$ cat config.mk
export PLATFORM = sky130hd
export DESIGN_NAME = hmve_store
export DESIGN_NICKNAME = d
export VERILOG_FILES = /design/src/hdl/hmve_pkg.sv /design/src/hdl/hmve_store.sv
export SDC_FILE = /design/constraint.sdc
export NUM_CORES = 2
export LEC_CHECK = 0
export BUFFER_PORTS_ARGS = -buffer_cell sky130_fd_sc_hd__buf_2
export CAP_MARGIN = 5
export CORE_UTILIZATION = 50
export CTS_CLUSTER_DIAMETER = 150
export DETAILED_ROUTE_END_ITERATION = 7
export HOLD_SLACK_MARGIN = 0.12
export PLACE_DENSITY = 0.66
export SYNTH_ARGS = -nofsm -noshare
export SYNTH_HDL_FRONTEND = slang
export SYNTH_SLANG_ARGS = --single-unit
$ cat constraint.sdc
create_clock -name clock -period 5.25 [get_ports clock]
set_input_delay 1.05 -clock clock [delete_from_list [all_inputs] [get_ports clock]]
set_output_delay 1.05 -clock clock [all_outputs]
set_load 0.02 [all_outputs]
$ cat src/hdl/hmve_pkg.sv
// ---------------------------------------------------------------------------
// hmve_pkg
// Shared types, constants and helpers of the complex matrix-vector engine.
// ---------------------------------------------------------------------------
package hmve_pkg;

   localparam int MAX_DIM   = 8;
   localparam int IDX_W     = 3;
   localparam int ADDR_W    = 2 * IDX_W;
   localparam int DEPTH     = MAX_DIM * MAX_DIM;
   localparam int SIZE_W    = 4;
   localparam int VAL_W     = 16;
   localparam int ACC_W     = 40;
   localparam int PROD_W    = 2 * VAL_W;

   typedef enum logic [2:0] {
      OP_LOAD  = 3'd0,
      OP_SET   = 3'd1,
      OP_READ  = 3'd2,
      OP_ADJ   = 3'd3,
      OP_CHECK = 3'd4,
      OP_VEC   = 3'd5
   } opcode_type;

   typedef struct packed {
      logic signed [VAL_W-1:0] re;
      logic signed [VAL_W-1:0] im;
   } entry_type;

   typedef struct packed {
      logic signed [ACC_W-1:0] re;
      logic signed [ACC_W-1:0] im;
   } sum_type;

   // negate with the most negative code going to the most positive one
   function automatic logic signed [VAL_W-1:0] neg_sat(input logic signed [VAL_W-1:0] v);
      logic signed [VAL_W-1:0] r;
      if (v == {1'b1, {(VAL_W-1){1'b0}}}) begin
         r = {1'b0, {(VAL_W-1){1'b1}}};
      end else begin
         r = -v;
      end
      return r;
   endfunction

   function automatic logic signed [ACC_W-1:0] sext(input logic signed [VAL_W-1:0] v);
      return {{(ACC_W-VAL_W){v[VAL_W-1]}}, v};
   endfunction

endpackage

$ cat src/hdl/hmve_store.sv
// ---------------------------------------------------------------------------
// hmve_store
// Matrix entry memory: one write port, two registered read ports.
// ---------------------------------------------------------------------------
module hmve_store
   import hmve_pkg::*;
(
   input  logic              clock,
   input  logic              we,
   input  logic [ADDR_W-1:0] waddr,
   input  entry_type         wdata,
   input  logic [ADDR_W-1:0] raddr_a,
   input  logic [ADDR_W-1:0] raddr_b,
   output entry_type         rdata_a,
   output entry_type         rdata_b
);

   entry_type mem [DEPTH];
   entry_type rdata_a_ff;
   entry_type rdata_b_ff;

   always_ff @(posedge clock) begin
      if (we) begin
         mem[waddr] <= wdata;
      end
      rdata_a_ff <= mem[raddr_a];
      rdata_b_ff <= mem[raddr_b];
   end

   assign rdata_a = rdata_a_ff;
   assign rdata_b = rdata_b_ff;

endmodule

Word level (Yosys, flattened, before mapping)
Memory sizes are Yosys's and may differ from the RTL's. A register that Yosys moved wholly into a read port is not among the register bits.
Cells that the tools add are included.

storage, ports and cells
  bits in registers = 0
  bits in latches = 0
  memory bits (writable) = 2048
  bits in read-only memories = 0
  bits of input ports = 52
  output and inout port bits = 64
  logic and storage cells = 3
  memories kept = 1

memory list
  name  depth  bits a word  rd ports  clocked after Yosys merged registers in  wr ports  line              RTL
  mem   64     32           2         2                                        1         hmve_store.sv:18  entry_type mem [DEPTH];

cells by class
  add/sub/neg operators = 0
  multiply operators = 0
  divide/modulo/power cells = 0
  order comparisons = 0
  equality and inequality tests = 0
  shifts and indexed selects = 0
  mux-type cells = 2
  bitwise operators = 0
  reductions and logical operators = 0

operators by type and width
  kind              number
  1-bit 2-to-1 mux  2

Logic depth before layout (Yosys ltp)
  depth in word-level cells = 2
  depth in mapped cells = 10
  mapped depth without buffers = 5

Least setup slack after synthesis
OpenSTA, ideal clock, no wires.

  path kind = in2reg
  start point = input waddr[3]
  end point = memory mem[48][0] (netlist name), enable pin
  library setup time = 461 ps
  arrival = 3780 ps
  data required time = 4789 ps
  slack = 1009 ps
  cell stages on the path = 4
  path buffers = 1
  path through = clkbuf_1 > nor2b_1 > nand4b_1 > nor3_1

RTL lines
  item         line              RTL
  from (decl)  hmve_store.sv:10  input logic [ADDR_W-1:0] waddr,
  to (decl)    hmve_store.sv:18

Straight into the memory's write port.

==> impl_metrics.ini <==
[outcome]
outcome = complete, no violations

[timing]
final_max_slew_viol_count = 0
worstMarginPinSlew_ns = 1.27
rsz0062_at_grt = false
fmax_ghz = 0.273
fin_worst_skew_ns = 0.0240
period_needed_ns = 3.66
hold_viol = 0
min_period_over_period = 0.698
setup_tns_ns = 0
relSlewSlack = 0.154
setup_viol = 0
final.hold.worst_slack_ns = 0.830

[setup_path]
crit_family = buffers and inverters
path_cells = buf_8 -> buf_4 -> buf_12 -> mux4_2 -> mux2_2 -> o211ai_1 -> a21oi_1
rr_startpoint = mem[58][17]
crit_cells = 7
cp_data_arrival_time_ns = 4.35
cpPeakStageDelay_ns = 0.90
start_kind = input port
worst-r2r-cell-count = 5
required_ns = 5.93
slowest_stage = o211ai_1
path_class = in -> reg
worstReg2RegEnd = rdata_a[17]
rrSetupSlack_ns = 2.83
cp-end-kind = flop
critPathCapture = rdata_b[25]
cp-startpoint = raddr_b[0]
cp_max_fo = 72
worst-path-buf-inv = 3

[detailed_routing]
wl_per_cell_um = 40.3
drt-initial-drc-count = 7557
drc = 0
vias = 52200
wirelength_mm = 294
vias_per_cell = 7.15
dr.pass1.iters = 6
ant_nets = 0

[clock_tree]
cts_resized = 0
cts_tree = done
numCtsBuffers = 207
cts_root_buffer = clkbuf_16
cts_sinks = 2112
path_clk_slew_ns = 0.06
h-tree-depth = 4
clk_latency_ns = 0.86
clock_path_buffers = 3
ctsHoldBuffers = 0
postCtsSetupRepairBufs = 0

[logic_synthesis]
yosys.area.top_type = edfxtp_1
avgSynthCellArea_um2 = 21.7
synth_area_um2 = 95700
synth_cell_types = 38
ys_warn_count = 0
ys_seq_area_frac = 0.656
syn_inst = 4412
syn-num-nets = 4464
synthDominantCellAreaShare = 0.643
synth_area_leaders = edfxtp_1 (64%), mux4_2 (26%), mux2i_1 (2.1%)
synth-seq-cells = 2112

[die]
start_util = 0.503
die_w_um = 439
core_area_um2 = 190000
io-pin-count = 116
num_rows = 160
die_area_um2 = 193000
die_h_um = 439

[layout]
area_growth_syn_to_layout_pct = 12.4
drive_above_1_share = 0.394
multi_input_area_um2 = 31700
mostFrequentLayoutCells = edfxtp_1 (2048), mux4_2 (1124), clkbuf_16 (214)
final_common_cell = edfxtp_1
fillers = 13800
finalCoreUtilization = 0.565
regArea_um2 = 62800
nNetsFinal = 4646

[power]
comb_power_share = 0.082
p_sw_frac = 0.225
power_density_nw_per_um2 = 348
leakagePower_nw = 33.7
seq_power_share = 0.503
internal-power_mw = 29.0
peakVddDrop_mv = 0.369
pwr-share-clk = 0.414
switchingPower_mw = 8.41

[global_routing]
grt_max_degree = 80
grt-ovfl-total = 0
grt_usage = 0.307
grt_pass1_wl_mm = 408
antenna_found_initial = 19
grt_pass1_vias = 52000

[flow_run]
maxCapViolCount = 0

[placed_design]
port_buffers = 115
detailed_place_hpwl_mm = 168
routabilityCongestion = 0.838

[hold_path]
hold_class = in -> reg
[through the flow]
stage	setup slack [ns]	instance area (um^2)	instances	total power, mW
6_report	1.59	108000	7293	37.4
5_1_grt	1.48	108000	7288	38.3
4_1_cts	1.76	108000	7286	37.5
3_5_place_dp	0.846	100000	6896	22.2
3_3_place_gp	0.845	100000	6896	22.2
2_1_floorplan	1.01	95700	4412	21.0
[worst min-delay path by stage]
stage | start | end | slack, ns | cells after the start
2_1_floorplan | mem[36][0] | rdata_a[0] | 0.78 | 4
3_3_place_gp | mem[38][7] | rdata_a[7] | 0.82 | 4
3_5_place_dp | mem[39][7] | rdata_a[7] | 0.83 | 4
4_1_cts | raddr_a[5] | rdata_a[16] | 0.77 | 3
5_1_grt | raddr_a[5] | rdata_a[2] | 0.81 | 3
6_report | waddr[2] | mem[53][7] | 0.83 | 3
[worst register-to-register path: stages (launching register included)]
cell	delay (ns)
edfxtp_1	0.40
mux4_2	0.50
mux2i_1	0.19
a21oi_1	0.21
a221oi_1	0.84
a211oi_1	0.12
[layout make-up]
| class | instances | area share |
|---|---|---|
| Antenna cell | 7 | 0.000163 |
| Clock buffer | 280 | 0.0537 |
| Clock inverter | 110 | 0.0123 |
| Inverter | 1 | 0.0000349 |
| Multi-Input combinational cell | 1952 | 0.294 |
| Sequential cell | 2112 | 0.584 |
| Tap cell | 2511 | 0.0292 |
| Timing Repair Buffer | 320 | 0.0263 |
[flip-flops by register name (all words and copies together) (netlist names)]
| signal | count |
|---|---|
| rdata_b | 32 |
| mem | 2048 |
| rdata_a | 32 |
[kinds of logic (layout without fill, tap and decap cells)]
group,Yosys count,after routing,synth area share
simple gates,248,248,0.0113
compound gates,340,340,0.0239
mux,1364,1364,0.290
buf+inv,348,711,0.0183
flops,2112,2112,0.656
other cells,0,7,0
[routing by layer]
metal	wire, um	GRT usage
met2	139000	0.479
met5	73	0
met3	36300	0.0848
met4	10300	0.0948
met1	108000	0.424
[power groups by stage]
stage,Combinational [mW],Sequential [mW],Clock [mW]
detailed placement,3.05,19.2,0
finish,3.08,18.8,15.5
floorplan,1.79,19.2,0
global placement,3.04,19.2,0
CTS,3.06,18.8,15.7
global route,3.22,18.8,16.2
[Yosys cell counts]
master / count
a22oi_1: 85
nand2b_1: 8
o21ai_0: 18
or3_1: 2
nor2b_1: 19
mux2i_1: 204
dfxtp_1: 64
a221oi_1: 13
o211ai_1: 27
nand4_1: 2
a21oi_1: 58
buf_6: 11
and2_1: 6
a32oi_1: 9
buf_2: 121
or3b_2: 2
a211oi_1: 15
nor2_1: 94
mux2_2: 36
or2_2: 3
nand4b_1: 1
buf_1: 25
o221ai_1: 16
buf_4: 55
o211a_1: 1
o21ai_1: 31
o32a_1: 9
nand2_1: 93
o41ai_1: 1
nand3b_1: 6
mux4_2: 1124
o22ai_1: 56
a21boi_1: 1
inv_2: 1
nor3_1: 3
edfxtp_1: 2048
clkbuf_1: 135
nand3_1: 9
(Power assumes the default switching activity.)
