==> src/hdl/hmve_pkg.sv <==
// ---------------------------------------------------------------------------
// hmve_pkg
// Shared types, constants and helpers of the complex matrix-vector engine.
// ---------------------------------------------------------------------------
package hmve_pkg;

   localparam int MAX_DIM   = 8;
   localparam int IDX_W     = 3;
   localparam int ADDR_W    = 2 * IDX_W;
   localparam int DEPTH     = MAX_DIM * MAX_DIM;
   localparam int SIZE_W    = 4;
   localparam int VAL_W     = 16;
   localparam int ACC_W     = 40;
   localparam int PROD_W    = 2 * VAL_W;

   typedef enum logic [2:0] {
      OP_LOAD  = 3'd0,
      OP_SET   = 3'd1,
      OP_READ  = 3'd2,
      OP_ADJ   = 3'd3,
      OP_CHECK = 3'd4,
      OP_VEC   = 3'd5
   } opcode_type;

   typedef struct packed {
      logic signed [VAL_W-1:0] re;
      logic signed [VAL_W-1:0] im;
   } entry_type;

   typedef struct packed {
      logic signed [ACC_W-1:0] re;
      logic signed [ACC_W-1:0] im;
   } sum_type;

   // negate with the most negative code going to the most positive one
   function automatic logic signed [VAL_W-1:0] neg_sat(input logic signed [VAL_W-1:0] v);
      logic signed [VAL_W-1:0] r;
      if (v == {1'b1, {(VAL_W-1){1'b0}}}) begin
         r = {1'b0, {(VAL_W-1){1'b1}}};
      end else begin
         r = -v;
      end
      return r;
   endfunction

   function automatic logic signed [ACC_W-1:0] sext(input logic signed [VAL_W-1:0] v);
      return {{(ACC_W-VAL_W){v[VAL_W-1]}}, v};
   endfunction

endpackage

==> src/hdl/hmve_cmac.sv <==
// ---------------------------------------------------------------------------
// hmve_cmac
// Shared complex multiply-accumulate unit with the per-row saturating sums.
// ---------------------------------------------------------------------------
module hmve_cmac
   import hmve_pkg::*;
(
   input  logic             clock,
   input  logic             reset,
   input  logic             mac_en,
   input  logic [IDX_W-1:0] mac_row,
   input  entry_type        mat,
   input  entry_type        vec,
   input  logic             clear,
   input  logic [IDX_W-1:0] rd_row,
   output sum_type          rd_sum
);

   localparam logic signed [ACC_W:0] SAT_MAX = {2'b00, {(ACC_W-1){1'b1}}};
   localparam logic signed [ACC_W:0] SAT_MIN = {2'b11, {(ACC_W-1){1'b0}}};

   logic signed [PROD_W-1:0] p_rr_ff, p_ii_ff, p_ri_ff, p_ir_ff;
   logic                     p_valid_ff;
   logic [IDX_W-1:0]         p_row_ff;
   sum_type                  acc_ff [MAX_DIM];
   sum_type                  acc_in;
   logic signed [ACC_W:0]    sum_re, sum_im;

   always_ff @(posedge clock) begin
      p_rr_ff  <= mat.re * vec.re;
      p_ii_ff  <= mat.im * vec.im;
      p_ri_ff  <= mat.re * vec.im;
      p_ir_ff  <= mat.im * vec.re;
      p_row_ff <= mac_row;
      if (reset) begin
         p_valid_ff <= 1'b0;
      end else begin
         p_valid_ff <= mac_en;
      end
   end

   // products stay within 32 bits, so one extra bit covers the sum
   always_comb begin
      sum_re = {acc_ff[p_row_ff].re[ACC_W-1], acc_ff[p_row_ff].re}
             + (ACC_W+1)'(p_rr_ff) - (ACC_W+1)'(p_ii_ff);
      sum_im = {acc_ff[p_row_ff].im[ACC_W-1], acc_ff[p_row_ff].im}
             + (ACC_W+1)'(p_ri_ff) + (ACC_W+1)'(p_ir_ff);
      if (sum_re > SAT_MAX) begin
         acc_in.re = SAT_MAX[ACC_W-1:0];
      end else if (sum_re < SAT_MIN) begin
         acc_in.re = SAT_MIN[ACC_W-1:0];
      end else begin
         acc_in.re = sum_re[ACC_W-1:0];
      end
      if (sum_im > SAT_MAX) begin
         acc_in.im = SAT_MAX[ACC_W-1:0];
      end else if (sum_im < SAT_MIN) begin
         acc_in.im = SAT_MIN[ACC_W-1:0];
      end else begin
         acc_in.im = sum_im[ACC_W-1:0];
      end
   end

   always_ff @(posedge clock) begin
      if (reset || clear) begin
         for (int k = 0; k < MAX_DIM; k++) begin
            acc_ff[k] <= '0;
         end
      end else if (p_valid_ff) begin
         acc_ff[p_row_ff] <= acc_in;
      end
   end

   assign rd_sum = acc_ff[rd_row];

endmodule

==> config.mk <==
export PLATFORM = sky130hd
export DESIGN_NAME = hmve_cmac
export DESIGN_NICKNAME = d
export VERILOG_FILES = /design/src/hdl/hmve_pkg.sv /design/src/hdl/hmve_cmac.sv
export SDC_FILE = /design/constraint.sdc
export NUM_CORES = 2
export LEC_CHECK = 0
export CAP_MARGIN = 20
export CORE_AREA = 2 2 462 579
export CTS_BUF_LIST = sky130_fd_sc_hd__clkbuf_4 sky130_fd_sc_hd__clkbuf_8
export DETAILED_ROUTE_END_ITERATION = 7
export DIE_AREA = 0 0 464 581
export DONT_BUFFER_PORTS = 1
export PLACE_DENSITY_LB_ADDON = 0.05
export SYNTH_ARGS = -nofsm -noshare
export SYNTH_HDL_FRONTEND = slang
export SYNTH_SLANG_ARGS = --single-unit
==> constraint.sdc <==
create_clock -name clock -period 6.86 [get_ports clock]
set_clock_uncertainty 0.2 [all_clocks]
set_input_delay 0.343 -clock clock [delete_from_list [all_inputs] [get_ports clock]]
set_output_delay 0.343 -clock clock [all_outputs]
set_load 0.05 [all_outputs]
==> Word-level counts from Yosys, hierarchy flattened <==
Memory sizes are Yosys's and may differ from the RTL's. A register that Yosys moved wholly into a read port is not among the register bits.
Cells that the tools add are included.
{ "totals": {"in_bits": 74, "ram_bits": 640, "word_cells": 33, "register_bits": 132, "out_inout_bits": 80, "n_memories": 1} }
{ "memory_table": {"columns": ["memory", "depth", "width", "read_ports", "rd_ports_with_merged_regs", "wr", "line", "source"], "rows": [
  ["acc_ff", 8, 80, 2, 1, 8, "hmve_cmac.sv:25", "sum_type acc_ff [MAX_DIM];"]
]} }
{ "classes": {"addsub": 4, "reduce_logical": 2, "n_lt_le_gt_ge": 4, "multipliers": 4, "n_mux": 12} }
{ "op_table": {"columns": ["cell", "count"], "rows": [
  ["two-way mux 40 bit", 4],
  ["multiplier 16 x 16 -> 32 bit", 4],
  ["adder 40 x 32 -> 41 bit", 2],
  ["greater-than comparator 41 x 40 -> 1 bit, second input constant", 2],
  ["< comparator 41 x 40 -> 1 bit, second input constant", 2],
  ["two-way mux 80 bit", 1],
  ["OR reduction 80 bit", 1],
  ["adder 41 bit", 1],
  ["subtractor 41 bit", 1],
  ["two-way mux 1 bit", 6],
  ["two-way mux 3 bit", 1],
  ["logical OR 1 bit", 1]
]} }

==> Depth between registers and ports, before layout <==
{ "depth": {"word_depth": 6, "depth_mapped": 26, "ltp_nobuf": 25} }

==> Worst setup path before layout <==
Ideal clock, no wire load.
{ "synth_timing": {"kind": "input-to-reg", "startpoint": "input vec[1] (netlist name)", "endpoint": "register p_ri_ff[28]", "stages": 21, "slack_ns": 0.319, "arrival_time_ns": 6.223, "required_time_ns": 6.542, "n_path_buf": 1, "setup_time_ns": 0.118, "path_cell_list": "clkbuf_1 > nand2_1 > fa_1 > fa_1 > fa_1 > inv_1 > fa_1 > fa_1 > inv_1 > fa_1 > inv_1 > ha_1 > a21o_1 > a221oi_1 > a21boi_0 > a21boi_0 > nor3b_1 > o41ai_1 > o31ai_1 > or2_2 > xor2_1"} }
{ "synth_between": {"elab_chain_cells": 1} }
{ "synth_rtl": {"columns": ["element", "line", "source"], "rows": [
  ["from (decl)", "hmve_cmac.sv:13", "input entry_type vec,"],
  ["multiplier 16 x 16 -> 32 bit", "hmve_cmac.sv:32", "p_ri_ff <= mat.re * vec.im;"],
  ["to (signal assigned)", "hmve_cmac.sv:32", null],
  ["to (decl)", "hmve_cmac.sv:22", "logic signed [PROD_W-1:0] p_rr_ff, p_ii_ff, p_ri_ff, p_ir_ff;"]
]} }
Every way passes these cells.
A chain may end at the register's enable or synchronous reset.

==> PnR_summary.wiki <==
{| class="wikitable"
! Metric !! Value
|-
| Run status || finished clean
|-
| Arrival time reported for the critical path endpoint || ~7000 ps
|-
| Number of instances in the synthesized netlist || around 7.5k
|-
| Max Slew Vio Count || 0
|-
| Average wire per standard cell || around 26 um
|-
| Max-cap violations || 0
|-
| Most common cell after layout, fill and taps aside || inv_1
|-
| Final non-filler cell total || between 10k and 15k
|-
| Transition time at the pin with the least slew margin || between 1000 and 1500 ps
|-
| Area growth from synthesis to layout || 11.0%
|-
| Post-Route WL || just under 300000 um
|-
| Number of nets in the layout || slightly above 9k
|-
| Cts repair resizes || 0
|-
| Critical path startpoint category || register
|-
| Max H-tree Level || 4
|-
| Antenna violations before repair || 16
|-
| Crit Path Max Fanout || 34
|-
| Category of the most critical setup path || reg2reg
|-
| Largest buffer count on any clock path || 4
|-
| Predominant post-synthesis flop cell || edfxtp_1
|-
| Library cells used by synthesis || 85
|-
| Total track usage || between 20% and 30%
|-
| Global-route wire length before repair || about 430000 um
|-
| Post-route clock period utilization || between 90% and 100%
|-
| Vertical die dimension || between 500 and 600 um
|-
| Synth warnings || 0
|-
| TNS Setup || 0 ps
|-
| Fraction of layout instances using a drive strength above 1 || approximately a tenth
|-
| Chip width || 464 um
|-
| Detailed-router iteration count before antenna repair || 6
|-
| Clock tree from TritonCTS || yes
|-
| Yosys reg bits || 772
|-
| Netlist area before placement || 78800 sq um
|-
| Number of vias per cell after detailed routing || between 5 and 6
|-
| Depth of the worst register-to-register path || 17
|-
| CTS buffer count || ~150
|-
| Final worst path period need || between 6000 and 7000 ps
|-
| Fillcell total || between 20k and 30k
|-
| Worst Setup Slack post-DPL || 114 ps
|-
| Headroom to the max-slew limit || 30.7%
|-
| Kind of path behind the tightest hold check || in2reg
|-
| Area enclosed by the die boundary || ~270000 sq um
|-
| Share of the synthesized area in the top cell type || between 20 and 30%
|-
| Element type at the critical path end || register
|-
| Clock insertion delay at the later pin of the skew report || around 900 ps
|-
| Starting utilization of the core area || 29.9%
|-
| Average cell area after synthesis || 10.5 sq um
|-
| Timing-limited maximum frequency || around 0.16 GHz
|-
| EDFF count, synth || 640
|-
| Clock slew at the register clock pins of the worst setup and hold paths || approximately 60 ps
|-
| HPWL Detailed || 198000 um
|-
| Placed Instances || 10.8k
|-
| Initial DRC count || between 3k and 4k
|-
| Endpoint required time on the critical path || approximately 7300 ps
|-
| Last weighted congestion value of the routability-driven placer || 0.792
|-
| Most used cells in the layout excluding fill and tap cells || 1276 x inv_1, 1129 x fa_1, 640 x edfxtp_1
|-
| Site Rows || 211
|-
| Proportion of synthesized flip-flops having asynchronous set or reset || 0%
|-
| Final setup fails || 0
|-
| Cell type contributing the most total cell area after synthesis || fa_1
|-
| Cells on Worst Hold Path || 5
|-
| Total grt overflow || 0
|-
| I/O Pins || 154
|-
| Post-CTS Setup Inserts || 0
|-
| RSZ-0062 raised after global routing || no
|-
| Final Hold Violating Endpoints || 0
|-
| Share of the yosys chip area belonging to registers || 27.7%
|-
| Remaining antenna violation count || 0
|-
| Number of port buffers || 0
|-
| Post-Synthesis Net Count || 9104
|-
| Post-route DRC violation count || 0
|-
| Setup ws final || around 460 ps
|-
| CTS Root Buffer Type || clkbuf_8
|-
| Total via count after detailed routing || approximately 56k
|-
| Maximum number of pins on one net before global-route repair || between 150 and 200
|-
| Top cells by area, synth || fa_1 29%, edfxtp_1 24%, ha_1 6.5%, inv_1 6.1%, mux4_2 4.6%
|-
| Area inside the core boundary || ~260000 sq um
|-
| Number of global-route vias before repair || between 60k and 70k
|-
| TritonCTS sink count || between 700 and 800
|}
-- layer usage --
metal	routed length [um]	vias up	global-route usage, %	part of all wire [%]
li1	-	24529	-	-
met5	13	-	0	0.0044
met4	6320	2	4.77	2.2
met3	13000	356	2.65	4.5
met2	145000	1361	37.7	49
met1	128000	29781	28.7	44
-- critical path, cell delays in order (launching register included) --
cell,delay [ps]
dfxtp_1,550
nor3b_2,430
buf_12,330
a22oi_1,110
nand4_1,330
fa_1,480
ha_1,390
a21oi_1,170
o21ai_0,200
a221oi_1,470
o221ai_1,460
a2bb2oi_1,250
o21ai_1,140
o31ai_1,240
a311o_1,480
nand3_1,230
buf_4,270
o21ai_0,300
-- synth_stat cells (all sizes together) (7+ instances only) --
library cell and n:
and3 70, a31oi 22, ha 408, mux4 160, fa 1129, buf 69
clkbuf 360, nand4 65, a21boi 7, a221oi 45, a211oi 13, nor2 508
nand3 40, o31a 8, dfxtp 132, a22oi 241, o21bai 19, o21a 21
nor2b 13, o21ai 396, or3 13, edfxtp 640, and2 491, o211ai 17
xor2 70, nand2b 41, or2 8, xnor2 145, inv 1276, o31ai 9
mux2 80, nand2 596, a22o 41, a21oi 161, a21o 82, nor3 30
-- worst paths after layout --
kind              slack, ps         from       endpoint
setup reg to reg        460  p_row_ff[1]  acc_ff[7][10]
hold / removal           90       mat[0]     p_ii_ff[4]
hold reg to reg         710   p_rr_ff[0]  acc_ff[0][40]
setup / recovery        460  p_row_ff[1]  acc_ff[7][10]
-- what timing repair did --
item,in CTS,in global routing
hold endpoints to repair,47,0
setup endpoints to repair,0,0
hold buffers,39,0
-- registers in the layout, indices dropped and copies added, names as in the netlist --
register / flops
p_row_ff: 3
acc_ff: 640
p_ii_ff: 32
p_ir_ff: 32
p_valid_ff: 1
p_rr_ff: 32
p_ri_ff: 32
-- through the flow --
step	instance area, sq um	utilization [%]	hold WS [ps]
finish	87500	33.2	93.1
global route	87500	33.2	85.6
CTS	87500	33.2	4.19
detailed placement	84200	31.9	171
global placement	84200	31.9	171
floorplan	78800	-	171
-- cell type report --
type / instances / area (sq um) / share of cell area, %
multi-input combinational: 5016 / 50700 / 57.9
sequential: 772 / 21900 / 25.0
inverter: 1276 / 4790 / 5.47
tap: 3514 / 4400 / 5.02
timing repair buffer: 263 / 2850 / 3.25
clock buffer: 201 / 2520 / 2.88
clock inverter: 56 / 383 / 0.438
antenna: 6 / 15.0 / 0.0172
-- kinds of logic after synthesis --
| family | synth area share [%] |
|---|---|
| XOR/XNOR | 2.40 |
| AO/OA/AOI/OAI | 9.19 |
| adder cells (fa/ha/maj) | 35.2 |
| multiplexers | 5.73 |
| AND/OR/NAND/NOR | 11.6 |
| flip-flops | 27.7 |
| buffers and inverters | 8.18 |
Power is left out: the tool's default activity adds up to more than one toggle a clock period on the data nets, which glitch-free logic cannot reach.
